$ cat config.mk
export PLATFORM = sky130hd
export DESIGN_NAME = manchester_frame_receiver_top
export DESIGN_NICKNAME = d
export VERILOG_FILES = /design/src/sv/mfr_pkg.sv /design/src/sv/manchester_frame_receiver_top.sv /design/src/sv/mfr_front.sv /design/src/sv/mfr_queue.sv /design/src/sv/mfr_back.sv
export SDC_FILE = /design/constraint.sdc
export NUM_CORES = 1
export LEC_CHECK = 0
export ABC_AREA = 0
export BUFFER_PORTS_ARGS = -buffer_cell sky130_fd_sc_hd__buf_2
export CAP_MARGIN = 5
export CORE_ASPECT_RATIO = 0.7
export CORE_MARGIN = 1
export CORE_UTILIZATION = 35
export DETAILED_ROUTE_END_ITERATION = 7
export GPL_TIMING_DRIVEN = 0
export HOLD_SLACK_MARGIN = 0.02
export PLACE_DENSITY = 0.62
export SETUP_SLACK_MARGIN = 0.3
export SYNTH_ARGS = -nofsm -noshare
export SYNTH_HDL_FRONTEND = slang
export SYNTH_HIERARCHICAL = 1
export SYNTH_SLANG_ARGS = --single-unit
$ cat constraint.sdc
create_clock -name clk -period 3.5 [get_ports clk]
set_clock_uncertainty 0.15 [all_clocks]
set_input_delay 0.175 -clock clk [delete_from_list [all_inputs] [get_ports clk]]
set_output_delay 0.175 -clock clk [all_outputs]
set_load 0.1 [all_outputs]
$ cat src/sv/mfr_pkg.sv
// Shared types, constants and the CRC-8 helper for the Manchester frame receiver.
// Used by the front end, the op queue, the back end and the top level.
package mfr_pkg;

	localparam int QDEPTH = 4;
	localparam int QPTR_W = $clog2(QDEPTH);
	localparam int QCNT_W = $clog2(QDEPTH + 1);

	localparam logic [7:0] CRC_POLY = 8'h07;

	// Configuration register indexes.
	localparam logic [1:0] CFG_SYNC_FIRST  = 2'd0;
	localparam logic [1:0] CFG_SYNC_SECOND = 2'd1;
	localparam logic [1:0] CFG_LEVELS_INV  = 2'd2;
	localparam logic [1:0] CFG_HL_ONE      = 2'd3;

	localparam logic [7:0] SYNC_FIRST_RST  = 8'hD5;
	localparam logic [7:0] SYNC_SECOND_RST = 8'hAA;

	typedef enum logic [2:0] {
		EV_PAYLOAD   = 3'd0,
		EV_GOOD      = 3'd1,
		EV_CRC_BAD   = 3'd2,
		EV_INVALID   = 3'd3,
		EV_SYNC_LOST = 3'd4
	} ev_t;

	// Work handed from the front end to the back end.
	typedef enum logic [2:0] {
		OP_INVALID   = 3'd0,
		OP_SYNC_LOST = 3'd1,
		OP_LENGTH    = 3'd2,
		OP_PAYLOAD   = 3'd3,
		OP_CRC       = 3'd4
	} op_t;

	typedef struct packed {
		op_t        op;
		logic [7:0] data;
	} op_entry_t;

	typedef struct packed {
		logic [7:0] sync_first;
		logic [7:0] sync_second;
		logic       levels_inverted;
		logic       high_low_means_one;
	} mfr_cfg_t;

	function automatic logic [7:0] crc8_update(input logic [7:0] crc, input logic [7:0] b);
		logic [7:0] c;
		c = crc ^ b;
		for (int i = 0; i < 8; i++) begin
			c = c[7] ? ({c[6:0], 1'b0} ^ CRC_POLY) : {c[6:0], 1'b0};
		end
		return c;
	endfunction

endpackage

$ cat src/sv/manchester_frame_receiver_top.sv
// Top level of the Manchester frame receiver: configuration registers and wiring.
// Depends on mfr_pkg, mfr_front, mfr_queue and mfr_back.
//
// Input channel (in_valid, in_stall): each transaction is either a phase-lock
// event (action = 1) or the two half-bit levels of one bit period. One item is
// taken per cycle; in_stall rises only while the internal op queue is full.
// Output channel (out_valid, out_stall): zero or one result per item, in item
// order. The edge that takes an item writes its op into the four-entry queue;
// from the queue head it moves into the result register, which length ops never
// enter, once the register is free or being read. Items are taken at one per
// cycle while the queue is not full; the bit decode in the front end and the
// CRC byte update in the back end are combinational.
// When the receiver holds out_stall, the result register holds its payload,
// ops pile up in the queue, and in_stall rises once four ops are waiting.
// Configuration (cfg_valid, cfg_ready, cfg_index, cfg_data) is always ready
// and should be written only while the block is idle.
// Reset returns the framer to acquire, empties the queue and the result
// register, and loads the sync bytes 0xD5 and 0xAA with both level options on.
module manchester_frame_receiver_top (
	input  logic       clk,
	input  logic       arst_n,
	input  logic       in_valid,
	output logic       in_stall,
	input  logic       action,
	input  logic       first_half_level,
	input  logic       second_half_level,
	output logic       out_valid,
	input  logic       out_stall,
	output logic [2:0] event_kind,
	output logic [7:0] data_byte,
	output logic [7:0] computed_crc,
	output logic [7:0] received_crc,
	output logic [7:0] frame_length,
	input  logic       cfg_valid,
	output logic       cfg_ready,
	input  logic [1:0] cfg_index,
	input  logic [7:0] cfg_data
);

	mfr_pkg::mfr_cfg_t  cfg_q;
	mfr_pkg::op_entry_t push_entry;
	mfr_pkg::op_entry_t head_entry;
	logic               push;
	logic               pop;
	logic               not_empty;
	logic               full;
	logic               take;

	assign cfg_ready = 1'b1;
	assign in_stall  = full;
	assign take      = in_valid && !full;

	always_ff @(posedge clk or negedge arst_n) begin
		if (!arst_n) begin
			cfg_q.sync_first         <= mfr_pkg::SYNC_FIRST_RST;
			cfg_q.sync_second        <= mfr_pkg::SYNC_SECOND_RST;
			cfg_q.levels_inverted    <= 1'b1;
			cfg_q.high_low_means_one <= 1'b1;
		end else if (cfg_valid) begin
			case (cfg_index)
				mfr_pkg::CFG_SYNC_FIRST:  cfg_q.sync_first         <= cfg_data;
				mfr_pkg::CFG_SYNC_SECOND: cfg_q.sync_second        <= cfg_data;
				mfr_pkg::CFG_LEVELS_INV:  cfg_q.levels_inverted    <= cfg_data[0];
				mfr_pkg::CFG_HL_ONE:      cfg_q.high_low_means_one <= cfg_data[0];
				default: begin
				end
			endcase
		end
	end

	mfr_front u_front (
		.clk               (clk),
		.arst_n            (arst_n),
		.take              (take),
		.action            (action),
		.first_half_level  (first_half_level),
		.second_half_level (second_half_level),
		.cfg               (cfg_q),
		.push              (push),
		.push_entry        (push_entry)
	);

	mfr_queue u_queue (
		.clk        (clk),
		.arst_n     (arst_n),
		.push       (push),
		.push_entry (push_entry),
		.pop        (pop),
		.head_entry (head_entry),
		.not_empty  (not_empty),
		.full       (full)
	);

	mfr_back u_back (
		.clk          (clk),
		.arst_n       (arst_n),
		.head_entry   (head_entry),
		.not_empty    (not_empty),
		.pop          (pop),
		.out_valid    (out_valid),
		.out_stall    (out_stall),
		.event_kind   (event_kind),
		.data_byte    (data_byte),
		.computed_crc (computed_crc),
		.received_crc (received_crc),
		.frame_length (frame_length)
	);

endmodule

$ cat src/sv/mfr_front.sv
// Front end: Manchester decoding, byte assembly and the framing state machine.
// Depends on mfr_pkg; emits at most one op per finished byte or invalid pair.
module mfr_front (
	input  logic               clk,
	input  logic               arst_n,
	input  logic               take,
	input  logic               action,
	input  logic               first_half_level,
	input  logic               second_half_level,
	input  mfr_pkg::mfr_cfg_t  cfg,
	output logic               push,
	output mfr_pkg::op_entry_t push_entry
);

	typedef enum logic [2:0] {
		PH_ACQUIRE = 3'd0,
		PH_SYNC1   = 3'd1,
		PH_SYNC2   = 3'd2,
		PH_LEN     = 3'd3,
		PH_PAYLOAD = 3'd4,
		PH_CRC     = 3'd5
	} phase_t;

	phase_t     phase_q;
	logic [7:0] shift_q;
	logic [2:0] nbits_q;
	logic [7:0] len_q;
	logic [7:0] count_q;

	logic       f_lvl;
	logic       bit_val;
	logic [7:0] byte_next;
	logic [7:0] count_next;
	logic       pair_item;
	logic       pair_bad;
	logic       byte_done;

	assign f_lvl      = first_half_level ^ cfg.levels_inverted;
	assign bit_val    = f_lvl ^ ~cfg.high_low_means_one ^ cfg.levels_inverted;
	assign byte_next  = {shift_q[6:0], bit_val};
	assign count_next = count_q + 8'd1;
	assign pair_item  = take && !action && (phase_q != PH_ACQUIRE);
	// An equal pair of half-bit levels carries no transition.
	assign pair_bad   = pair_item && (first_half_level == second_half_level);
	assign byte_done  = pair_item && !pair_bad && (nbits_q == 3'd7);

	always_comb begin
		push            = 1'b0;
		push_entry.op   = mfr_pkg::OP_INVALID;
		push_entry.data = byte_next;
		if (pair_bad) begin
			push = 1'b1;
		end else if (byte_done) begin
			case (phase_q)
				PH_SYNC1: begin
					push = 1'b0;
				end
				PH_SYNC2: begin
					push          = (byte_next != cfg.sync_second);
					push_entry.op = mfr_pkg::OP_SYNC_LOST;
				end
				PH_LEN: begin
					push          = 1'b1;
					push_entry.op = mfr_pkg::OP_LENGTH;
				end
				PH_PAYLOAD: begin
					push          = 1'b1;
					push_entry.op = mfr_pkg::OP_PAYLOAD;
				end
				PH_CRC: begin
					push          = 1'b1;
					push_entry.op = mfr_pkg::OP_CRC;
				end
				default: begin
					push = 1'b0;
				end
			endcase
		end
	end

	always_ff @(posedge clk or negedge arst_n) begin
		if (!arst_n) begin
			phase_q <= PH_ACQUIRE;
			shift_q <= 8'd0;
			nbits_q <= 3'd0;
			len_q   <= 8'd0;
			count_q <= 8'd0;
		end else if (take) begin
			if (phase_q == PH_ACQUIRE) begin
				if (action) begin
					phase_q <= PH_SYNC1;
				end
			end else if (pair_bad) begin
				shift_q <= 8'd0;
				nbits_q <= 3'd0;
				phase_q <= PH_SYNC1;
			end else if (pair_item) begin
				shift_q <= byte_next;
				nbits_q <= nbits_q + 3'd1;
				if (byte_done) begin
					case (phase_q)
						PH_SYNC1: begin
							if (byte_next == cfg.sync_first) begin
								phase_q <= PH_SYNC2;
							end
						end
						PH_SYNC2: begin
							phase_q <= (byte_next == cfg.sync_second) ? PH_LEN : PH_ACQUIRE;
						end
						PH_LEN: begin
							len_q   <= byte_next;
							count_q <= 8'd0;
							phase_q <= (byte_next == 8'd0) ? PH_CRC : PH_PAYLOAD;
						end
						PH_PAYLOAD: begin
							count_q <= count_next;
							if (count_next >= len_q) begin
								phase_q <= PH_CRC;
							end
						end
						default: begin
							phase_q <= PH_ACQUIRE;
						end
					endcase
				end
			end
		end
	end

endmodule

$ cat src/sv/mfr_queue.sv
// Short FIFO of ops between the front end and the back end.
// Depends on mfr_pkg for the entry type and depth.
module mfr_queue (
	input  logic               clk,
	input  logic               arst_n,
	input  logic               push,
	input  mfr_pkg::op_entry_t push_entry,
	input  logic               pop,
	output mfr_pkg::op_entry_t head_entry,
	output logic               not_empty,
	output logic               full
);

	mfr_pkg::op_entry_t               mem_q [mfr_pkg::QDEPTH];
	logic [mfr_pkg::QPTR_W-1:0]       wr_ptr_q;
	logic [mfr_pkg::QPTR_W-1:0]       rd_ptr_q;
	logic [mfr_pkg::QCNT_W-1:0]       cnt_q;

	localparam logic [mfr_pkg::QPTR_W-1:0] PTR_LAST = mfr_pkg::QPTR_W'(mfr_pkg::QDEPTH - 1);
	localparam logic [mfr_pkg::QCNT_W-1:0] CNT_FULL = mfr_pkg::QCNT_W'(mfr_pkg::QDEPTH);

	assign head_entry = mem_q[rd_ptr_q];
	assign not_empty  = (cnt_q != '0);
	assign full       = (cnt_q == CNT_FULL);

	always_ff @(posedge clk) begin
		if (push) begin
			mem_q[wr_ptr_q] <= push_entry;
		end
	end

	always_ff @(posedge clk or negedge arst_n) begin
		if (!arst_n) begin
			wr_ptr_q <= '0;
			rd_ptr_q <= '0;
			cnt_q    <= '0;
		end else begin
			if (push) begin
				wr_ptr_q <= (wr_ptr_q == PTR_LAST) ? '0 : wr_ptr_q + 1'b1;
			end
			if (pop) begin
				rd_ptr_q <= (rd_ptr_q == PTR_LAST) ? '0 : rd_ptr_q + 1'b1;
			end
			if (push && !pop) begin
				cnt_q <= cnt_q + 1'b1;
			end else if (pop && !push) begin
				cnt_q <= cnt_q - 1'b1;
			end
		end
	end

	a_no_push_full: assert property (@(posedge clk) disable iff (!arst_n) push |-> !full)
		else $error("op queue written while full");
	a_no_pop_empty: assert property (@(posedge clk) disable iff (!arst_n) pop |-> not_empty)
		else $error("op queue read while empty");
	a_cnt_range: assert property (@(posedge clk) disable iff (!arst_n) cnt_q <= CNT_FULL)
		else $error("op queue count out of range");

endmodule

$ cat src/sv/mfr_back.sv
// Back end: running CRC, frame length copy and the registered result stage.
// Depends on mfr_pkg; consumes ops from the queue in order.
module mfr_back (
	input  logic               clk,
	input  logic               arst_n,
	input  mfr_pkg::op_entry_t head_entry,
	input  logic               not_empty,
	output logic               pop,
	output logic               out_valid,
	input  logic               out_stall,
	output logic [2:0]         event_kind,
	output logic [7:0]         data_byte,
	output logic [7:0]         computed_crc,
	output logic [7:0]         received_crc,
	output logic [7:0]         frame_length
);

	logic         out_valid_q;
	mfr_pkg::ev_t kind_q;
	logic [7:0]   data_q;
	logic [7:0]   calc_q;
	logic [7:0]   recv_q;
	logic [7:0]   flen_q;
	logic [7:0]   crc_q;
	logic [7:0]   len_q;

	logic         emits;

	// A length op updates state only; it may drain even while a result waits.
	assign emits = (head_entry.op != mfr_pkg::OP_LENGTH);
	assign pop   = not_empty && (!emits || !out_valid_q || !out_stall);

	assign out_valid    = out_valid_q;
	assign event_kind   = kind_q;
	assign data_byte    = data_q;
	assign computed_crc = calc_q;
	assign received_crc = recv_q;
	assign frame_length = flen_q;

	always_ff @(posedge clk or negedge arst_n) begin
		if (!arst_n) begin
			out_valid_q <= 1'b0;
			kind_q      <= mfr_pkg::EV_PAYLOAD;
			data_q      <= 8'd0;
			calc_q      <= 8'd0;
			recv_q      <= 8'd0;
			flen_q      <= 8'd0;
			crc_q       <= 8'd0;
			len_q       <= 8'd0;
		end else begin
			if (out_valid_q && !out_stall) begin
				out_valid_q <= 1'b0;
			end
			if (pop) begin
				if (emits) begin
					out_valid_q <= 1'b1;
					data_q      <= 8'd0;
					calc_q      <= 8'd0;
					recv_q      <= 8'd0;
					flen_q      <= len_q;
				end
				case (head_entry.op)
					mfr_pkg::OP_INVALID: begin
						kind_q <= mfr_pkg::EV_INVALID;
					end
					mfr_pkg::OP_SYNC_LOST: begin
						kind_q <= mfr_pkg::EV_SYNC_LOST;
					end
					mfr_pkg::OP_LENGTH: begin
						len_q <= head_entry.data;
						crc_q <= 8'd0;
					end
					mfr_pkg::OP_PAYLOAD: begin
						kind_q <= mfr_pkg::EV_PAYLOAD;
						data_q <= head_entry.data;
						crc_q  <= mfr_pkg::crc8_update(crc_q, head_entry.data);
					end
					mfr_pkg::OP_CRC: begin
						kind_q <= (crc_q == head_entry.data) ? mfr_pkg::EV_GOOD
						                                      : mfr_pkg::EV_CRC_BAD;
						calc_q <= crc_q;
						recv_q <= head_entry.data;
					end
					default: begin
						kind_q <= mfr_pkg::EV_INVALID;
					end
				endcase
			end
		end
	end

	a_len_clears_crc: assert property (@(posedge clk) disable iff (!arst_n)
		(pop && head_entry.op == mfr_pkg::OP_LENGTH) |=> crc_q == 8'd0)
		else $error("CRC not cleared by length byte");
	a_payload_fields: assert property (@(posedge clk) disable iff (!arst_n)
		(out_valid_q && kind_q == mfr_pkg::EV_PAYLOAD) |-> (calc_q == 8'd0 && recv_q == 8'd0))
		else $error("payload result carries CRC fields");
	a_error_fields: assert property (@(posedge clk) disable iff (!arst_n)
		(out_valid_q && (kind_q == mfr_pkg::EV_INVALID || kind_q == mfr_pkg::EV_SYNC_LOST))
		|-> (data_q == 8'd0 && calc_q == 8'd0 && recv_q == 8'd0))
		else $error("error result carries data");

endmodule
======== Word-level counts from Yosys, hierarchy flattened ========
Memory sizes are Yosys's and may differ from the RTL's.
Cells that the tools add are included.
word-level totals
  register bits ........................... 106
  memory bits (writable) .................. 44
  bits of input ports ..................... 18
  output and inout port bits .............. 38
  logic and storage cells ................. 162
  memories ................................ 1
memories
  memory         words  bits a word  read ports  clocked after memory_dff  write ports  line             RTL
  u_queue.mem_q  4      11           1           0                         1            mfr_queue.sv:14  mfr_pkg::op_entry_t mem_q [mfr_pkg::QDEPTH];
operators by class
  add/subtract/negate cells ............... 6
  magnitude comparators ................... 1
  eq/ne operators ......................... 25
  muxes and demuxes ....................... 45
  bitwise operators ....................... 16
  reduce and logical (&&, ||, !) cells .... 48
operators with widths
  cell                                                             count
  3-bit two-way mux                                                21
  3-bit case mux with 4 select lines                               3
  8-bit two-way mux                                                4
  8-bit case mux with 2 select lines                               2
  8-bit == test                                                    3
  3-bit NOT                                                        8
  2-bit AND reduction                                              10
  6-bit AND reduction                                              3
  3-bit == test, second input constant                             5
  7-bit two-way mux                                                2
  3-bit by 2-bit == test with 1-bit output, second input constant  4
  2-bit nonzero test                                               6
  3-bit nonzero test                                               4
  1-bit logical AND                                                10
  8-bit by 1-bit adder with 8-bit output, second input constant    1
  2-bit == test, second input constant                             4
  8-bit >= comparator                                              1
  1-bit logical NOT                                                8
  8-bit logical NOT                                                1
  1-bit two-way mux                                                8
  2-bit two-way mux                                                4
  4-bit by 1-bit != test with 1-bit output, second input constant  2
  8-bit != test                                                    1
  8-bit XOR                                                        1
  other kinds (16)                                                 25

======== Depth between registers and ports, before layout ========
An unclocked memory read counts as a cell.
  depth in word-level cells ............... 19
  gate-level depth with buffers ........... 13
  depth with buffers taken out ............ 12

======== Cells and area by module ========
Netlist, hierarchy kept.
modules (own cells, without submodules)
  module                         instances  cells an instance  area an instance (sq um)  seq. area each (sq um)
  mfr_back                       1          220                2379.8                    1301.2
  mfr_queue                      1          94                 2008.2                    1496.4
  mfr_front                      1          212                1916.8                    725.7
  manchester_frame_receiver_top  1          43                 726.9                     464.2

======== Least setup slack after synthesis ========
Ideal clock, no wire load.
  kind .................................... register -> register
  start point ............................. register u_queue/cnt_q[0] (netlist bit)
  end point ............................... register u_queue/cnt_q[1] (netlist bit)
  library setup time ...................... 0.125 ns
  data arrival time ....................... 4.586 ns
  required time ........................... 3.225 ns
  setup slack ............................. -1.361 ns
  stages on the path, launching flop included .. 11
  buffers on the path ..................... 1
  period minus slack after synthesis ...... 4.861 ns
  cell sequence ........................... dfrtp_1 nor3b_1 nor2b_1 nor2b_1 nand2_2 clkbuf_1 a21oi_1 ha_1 inv_1 fa_1 mux2_2
on the way
  word-level cells in the longest chain between the ends .. 14
  elaborated cells between the ends (all ways) .. 22
  those cells by class .................... add/sub: 2; eq/ne: 1; mux: 4; reduce/logical: 15
ends and longest elaborated chain
  what                                 line                                 RTL
  from (decl)                          mfr_queue.sv:17                      logic [mfr_pkg::QCNT_W-1:0] cnt_q;
  from (signal assigned)               mfr_queue.sv:45                      cnt_q <= cnt_q + 1'b1;
  from (signal assigned)               mfr_queue.sv:47                      cnt_q <= cnt_q - 1'b1;
  3-bit == test (*)                    mfr_queue.sv:24                      assign full = (cnt_q == CNT_FULL);
  named net in_stall                   manchester_frame_receiver_top.sv:23  output logic in_stall,
  1-bit logical NOT (*)                manchester_frame_receiver_top.sv:51  assign take = in_valid && !full;
  1-bit logical AND (*)                manchester_frame_receiver_top.sv:51
  named net take                       manchester_frame_receiver_top.sv:47  logic take;
  1-bit logical AND (*) (2 in series)  mfr_front.sv:42                      assign pair_item = take && !action && (phase_q != PH_ACQUIRE);
  1-bit logical AND                    mfr_front.sv:44                      assign pair_bad = pair_item && (first_half_level == second_half_level);
  1-bit logical NOT                    mfr_front.sv:45                      assign byte_done = pair_item && !pair_bad && (nbits_q == 3'd7);
  1-bit logical AND (2 in series)      mfr_front.sv:45
  1-bit two-way mux                    mfr_front.sv:53                      end else if (byte_done) begin
  1-bit two-way mux (*)                mfr_front.sv:51                      if (pair_bad) begin
  named net push                       manchester_frame_receiver_top.sv:43  logic push;
  1-bit logical NOT                    mfr_queue.sv:46                      end else if (pop && !push) begin
  1-bit logical AND                    mfr_queue.sv:46
  2-bit nonzero test (no line)         -
The timed path passes the listed nets; every way through them passes the cells marked *. The select of a mux whose other input is x is not followed.
A chain may end at the register's enable or synchronous reset.

======== Final worst setup path ========
  start point ............................. register u_front.shift_q[2]
  end point ............................... register u_queue/cnt_q[1] (netlist bit)
on the way
  word-level cells in the longest chain between the ends .. 7
  elaborated cells between the ends (all ways) .. 9
  those cells by class .................... eq/ne: 1; mux: 4; reduce/logical: 4
ends and longest elaborated chain
  what                                    line                                 RTL
  from (decl)                             mfr_front.sv:25                      logic [7:0] shift_q;
  from (signal assigned)                  mfr_front.sv:98                      shift_q <= byte_next;
  8-bit != test (*)                       mfr_front.sv:59                      push = (byte_next != cfg.sync_second);
  1-bit case mux with 2 select lines (*)  mfr_front.sv:54                      case (phase_q)
  1-bit two-way mux (*)                   mfr_front.sv:53
  1-bit two-way mux (*)                   mfr_front.sv:51
  named net push                          manchester_frame_receiver_top.sv:43
  1-bit logical NOT                       mfr_queue.sv:46
  1-bit logical AND                       mfr_queue.sv:46
  2-bit nonzero test (no line)            -
The timed path passes the listed nets; every way through them passes the cells marked *.

==> impl_results.html <==
<table>
<tr><th>Metric</th><th>Value</th></tr>
<tr><th colspan="2">Place</th></tr>
<tr><td>Placer Congestion</td><td>approximately 0.83</td></tr>
<tr><td>Inst Count DP</td><td>around 900</td></tr>
<tr><td>Area post-placement</td><td>around 7600 um^2</td></tr>
<tr><td>HPWL reported at the end of detailed placement</td><td>about 11000 um</td></tr>
<tr><td>Number of port buffers</td><td>between 50 and 60</td></tr>
<tr><th colspan="2">Power</th></tr>
<tr><td>Clock share of power</td><td>approximately a quarter</td></tr>
<tr><td>Power density normalized to cell area</td><td>roughly 940 nW/um^2</td></tr>
<tr><td>Switching share of power</td><td>a little over two fifths</td></tr>
<tr><td>Psw</td><td>about 0.0034 W</td></tr>
<tr><td>Register share of total power</td><td>31.4%</td></tr>
<tr><td>Max VDD drop</td><td>about 0.4 mV</td></tr>
<tr><td>Int Pwr</td><td>between 0.004 and 0.005 W</td></tr>
<tr><td>Static Leak</td><td>~3.7 nW</td></tr>
<tr><td>Combinational Power Share</td><td>between 40% and 50%</td></tr>
<tr><th colspan="2">Worst setup path</th></tr>
<tr><td>Data required time at the worst endpoint</td><td>roughly 3.7 ns</td></tr>
<tr><td>Critical Path Source Type</td><td>register</td></tr>
<tr><td>Peak fanout along the critical path</td><td>7</td></tr>
<tr><td>Endpoint type of the worst setup path</td><td>register</td></tr>
<tr><td>Slowest cell delay on critical path</td><td>0.43 ns</td></tr>
<tr><td>CP Cell Sequence</td><td>clkbuf_1, xnor2_1, nand4_1, nor3_1, o21ai_1, nand2_1, a21oi_4, ha_2, inv_1, fa_1, mux2_2</td></tr>
<tr><td>Buffer and inverter count on the worst path</td><td>2</td></tr>
<tr><td>CP delay by family, top</td><td>simple AND/OR/NAND/NOR gates</td></tr>
<tr><td>Arrival time at the worst endpoint</td><td>approximately 3.3 ns</td></tr>
<tr><td>Cell with the largest stage delay on the worst path</td><td>nor3_1</td></tr>
<tr><td>Critical path start-end classification</td><td>register to register</td></tr>
<tr><th colspan="2">Hold path</th></tr>
<tr><td>Kind of path behind the tightest hold check</td><td>input pin to register</td></tr>
<tr><th colspan="2">Cells and area</th></tr>
<tr><td>Share of post-route cells with drive strength above 1</td><td>a little over a quarter</td></tr>
<tr><td>Utilization after layout</td><td>between 40% and 50%</td></tr>
<tr><td>Nets</td><td>approximately 700</td></tr>
<tr><td>Area overhead of the layout relative to synthesis</td><td>21.8%</td></tr>
<tr><td>Cell Count, Final, Fillers Out</td><td>just over 900</td></tr>
<tr><td>Filler cell count</td><td>around 1800</td></tr>
<tr><td>Most common library cell in the layout ignoring fill and taps</td><td>dfrtp_1</td></tr>
<tr><td>Final antenna diode count</td><td>0</td></tr>
<tr><td>Top library cells by usage in the layout, fill and taps aside</td><td>dfrtp_1, nand2_1, buf_2</td></tr>
<tr><td>Finished Cell Area</td><td>8510 um^2</td></tr>
<tr><th colspan="2">CTS</th></tr>
<tr><td>CTS H-Tree Depth</td><td>4</td></tr>
<tr><td>Worst skew pair latency</td><td>~0.42 ns</td></tr>
<tr><td># clock sinks</td><td>roughly 150</td></tr>
<tr><td>Clock buffers created by TritonCTS</td><td>17</td></tr>
<tr><td>CTS tree</td><td>yes</td></tr>
<tr><td>Clk root buf</td><td>clkbuf_16</td></tr>
<tr><td>Maximum buffer depth of the clock tree</td><td>2</td></tr>
<tr><td>Clock-pin slew reported for the worst setup and hold paths after clock tree synthesis</td><td>around 0.070 ns</td></tr>
<tr><th colspan="2">Global routing</th></tr>
<tr><td>First-pass GRT wire length</td><td>25200 um</td></tr>
<tr><td>Initial antenna violation count</td><td>0</td></tr>
<tr><td>Pin count of the biggest net entering global routing</td><td>65</td></tr>
<tr><td>Overall routing resource usage</td><td>between 10% and 20%</td></tr>
<tr><td>Vias in the first global route</td><td>4751</td></tr>
<tr><td>Final global-route overflow total</td><td>0</td></tr>
<tr><th colspan="2">Synthesis</th></tr>
<tr><td>Avg Inst Size Synth</td><td>around 12 um^2</td></tr>
<tr><td>Mapped Nets</td><td>between 600 and 700</td></tr>
<tr><td>Post-synthesis instance area</td><td>between 6000 and 7000 um^2</td></tr>
<tr><td>Number of standard cells after synthesis</td><td>between 500 and 600</td></tr>
<tr><td>Number of warning messages in the yosys log</td><td>6</td></tr>
<tr><th colspan="2">STA</th></tr>
<tr><td>Max_slew headroom</td><td>around half</td></tr>
<tr><td>Slew at the pin closest to its max-slew limit</td><td>between 0.7 and 0.8 ns</td></tr>
<tr><td>Endpoints failing setup</td><td>0</td></tr>
<tr><td>Clock period minus worst slack</td><td>about 3.1 ns</td></tr>
<tr><td>Final Hold Viols</td><td>0</td></tr>
<tr><td>Max-slew violations</td><td>0</td></tr>
<tr><td>Final worst-path cycle share</td><td>89.5%</td></tr>
<tr><td>Maximum clock frequency</td><td>approximately 320 MHz</td></tr>
<tr><td>RSZ-0062 raised after global routing</td><td>true</td></tr>
<tr><th colspan="2">Floorplanning</th></tr>
<tr><td>Effective utilization at floorplan</td><td>36.3%</td></tr>
<tr><td>Placeable core area</td><td>~19000 um^2</td></tr>
<tr><td>Die area</td><td>around 21000 um^2</td></tr>
<tr><td>Height of the die</td><td>120 um</td></tr>
<tr><td>Count of boundary I/O pins</td><td>56</td></tr>
<tr><td>Number of core rows</td><td>42</td></tr>
<tr><td>Width of the die</td><td>between 150 and 200 um</td></tr>
<tr><th colspan="2">Detailed routing</th></tr>
<tr><td>Number of DRC markers in iteration 0</td><td>428</td></tr>
<tr><td>Number of vias after detailed routing</td><td>4688</td></tr>
<tr><td>Count of antenna-violating nets left after detailed routing</td><td>0</td></tr>
<tr><td>Avg Vias per Cell</td><td>between 5 and 6</td></tr>
<tr><td>Average routed wire per standard cell</td><td>between 15 and 20 um</td></tr>
<tr><td>First drt pass iteration count</td><td>5</td></tr>
<tr><td>Final routed DRC violation total</td><td>0</td></tr>
<tr><td>Total detailed-routing wirelength</td><td>15400 um</td></tr>
<tr><th colspan="2">Run status</th></tr>
<tr><td>Status</td><td>completed</td></tr>
<tr><th colspan="2">Flow run</th></tr>
<tr><td>Number of violations of the max-capacitance limit</td><td>0</td></tr>
</table>
-- final timing paths --
| kind | endpoint | slack [ns] | cells past startpoint | startpoint |
|---|---|---|---|---|
| worst max-delay path | u_queue/cnt_q[1] | 0.37 | 11 | u_front/shift_q[2] |
| worst min-delay path | u_front/nbits_q[0] | 0.05 | 4 | second_half_level |
| worst max register to register | u_queue/cnt_q[1] | 0.37 | 11 | u_front/shift_q[2] |
| worst min register to register | u_back/computed_crc[1] | 0.31 | 2 | u_back/computed_crc[1] |
| max in group asynchronous | cfg_q[12] | 2.30 | 3 | arst_n |
| min in group asynchronous | u_back/computed_crc[6] | 0.13 | 2 | arst_n |
-- flip-flops by register name, indices dropped and copies added (netlist names), 3 cells and up --
name,cells
u_back/len_q,8
u_front/nbits_q,3
u_front/phase_q,3
u_queue/cnt_q,3
u_back/computed_crc,8
u_back/frame_length,8
u_back/received_crc,8
cfg_q,17
u_queue/mem_q,44
u_back/data_byte,8
u_front/shift_q,7
u_back/crc_q,8
u_front/len_q,8
u_front/count_q,8
u_back/event_kind,3
-- per-layer routing --
layer / up-vias / global-route usage [%] / share of wire, %
met1: 2310 / 23.3 / 50
li1: 2214 / - / -
met3: 21 / 3.73 / 4.6
met4: 0 / 6.36 / 1.2
met5: - / 0 / 0
met2: 143 / 23.9 / 45
-- through the flow --
| stage | total power [W] | hold slack, ns | TNS (ns) | worst slack [ns] |
|---|---|---|---|---|
| 2_1_floorplan | 0.00526 | -0.271 | 0 | 0.308 |
| 3_3_place_gp | 0.00590 | 0.271 | -0.196 | -0.126 |
| 3_5_place_dp | 0.00600 | 0.0461 | -0.377 | -0.214 |
| 4_1_cts | 0.00797 | 0.0238 | 0 | 0.320 |
| 5_1_grt | 0.00839 | 0.0786 | 0 | 0.252 |
| 6_report | 0.00797 | 0.0480 | 0 | 0.367 |
-- area by class of cell --
type / instances / area [um^2] / area share (%)
sequential: 149 / 3960 / 46.6
multi-input combinational: 378 / 2930 / 34.5
clock buffer: 19 / 475 / 5.59
timing repair buffer: 73 / 470 / 5.53
tap: 264 / 330 / 3.88
clock inverter: 13 / 154 / 1.81
buffer: 24 / 126 / 1.49
inverter: 15 / 56.3 / 0.662
-- tightest hold or removal path: stages --
cell     delay (ns)
buf_2          0.09
xor2_1         0.15
nand3_1        0.10
o21ai_1        0.06
-- timing repair --
item	in CTS	in global routing
buffers inserted	0	4
hold buffers	14	0
endpoints found under the setup margin	46	4
gates resized for setup	5	15
endpoints found under the hold margin	61	0
pin swaps	0	1
gates cloned	0	0
-- power groups by stage --
| stage | Combinational (W) | Clock (W) | Sequential, W |
|---|---|---|---|
| 4_1_cts | 0.00349 | 0.00197 | 0.00251 |
| 6_report | 0.00353 | 0.00193 | 0.00251 |
| 3_5_place_dp | 0.00346 | 0 | 0.00254 |
| 3_3_place_gp | 0.00339 | 0 | 0.00251 |
| 2_1_floorplan | 0.00185 | 0 | 0.00341 |
| 5_1_grt | 0.00379 | 0.00205 | 0.00256 |
Note: power is estimated with default switching activity, not from simulation.
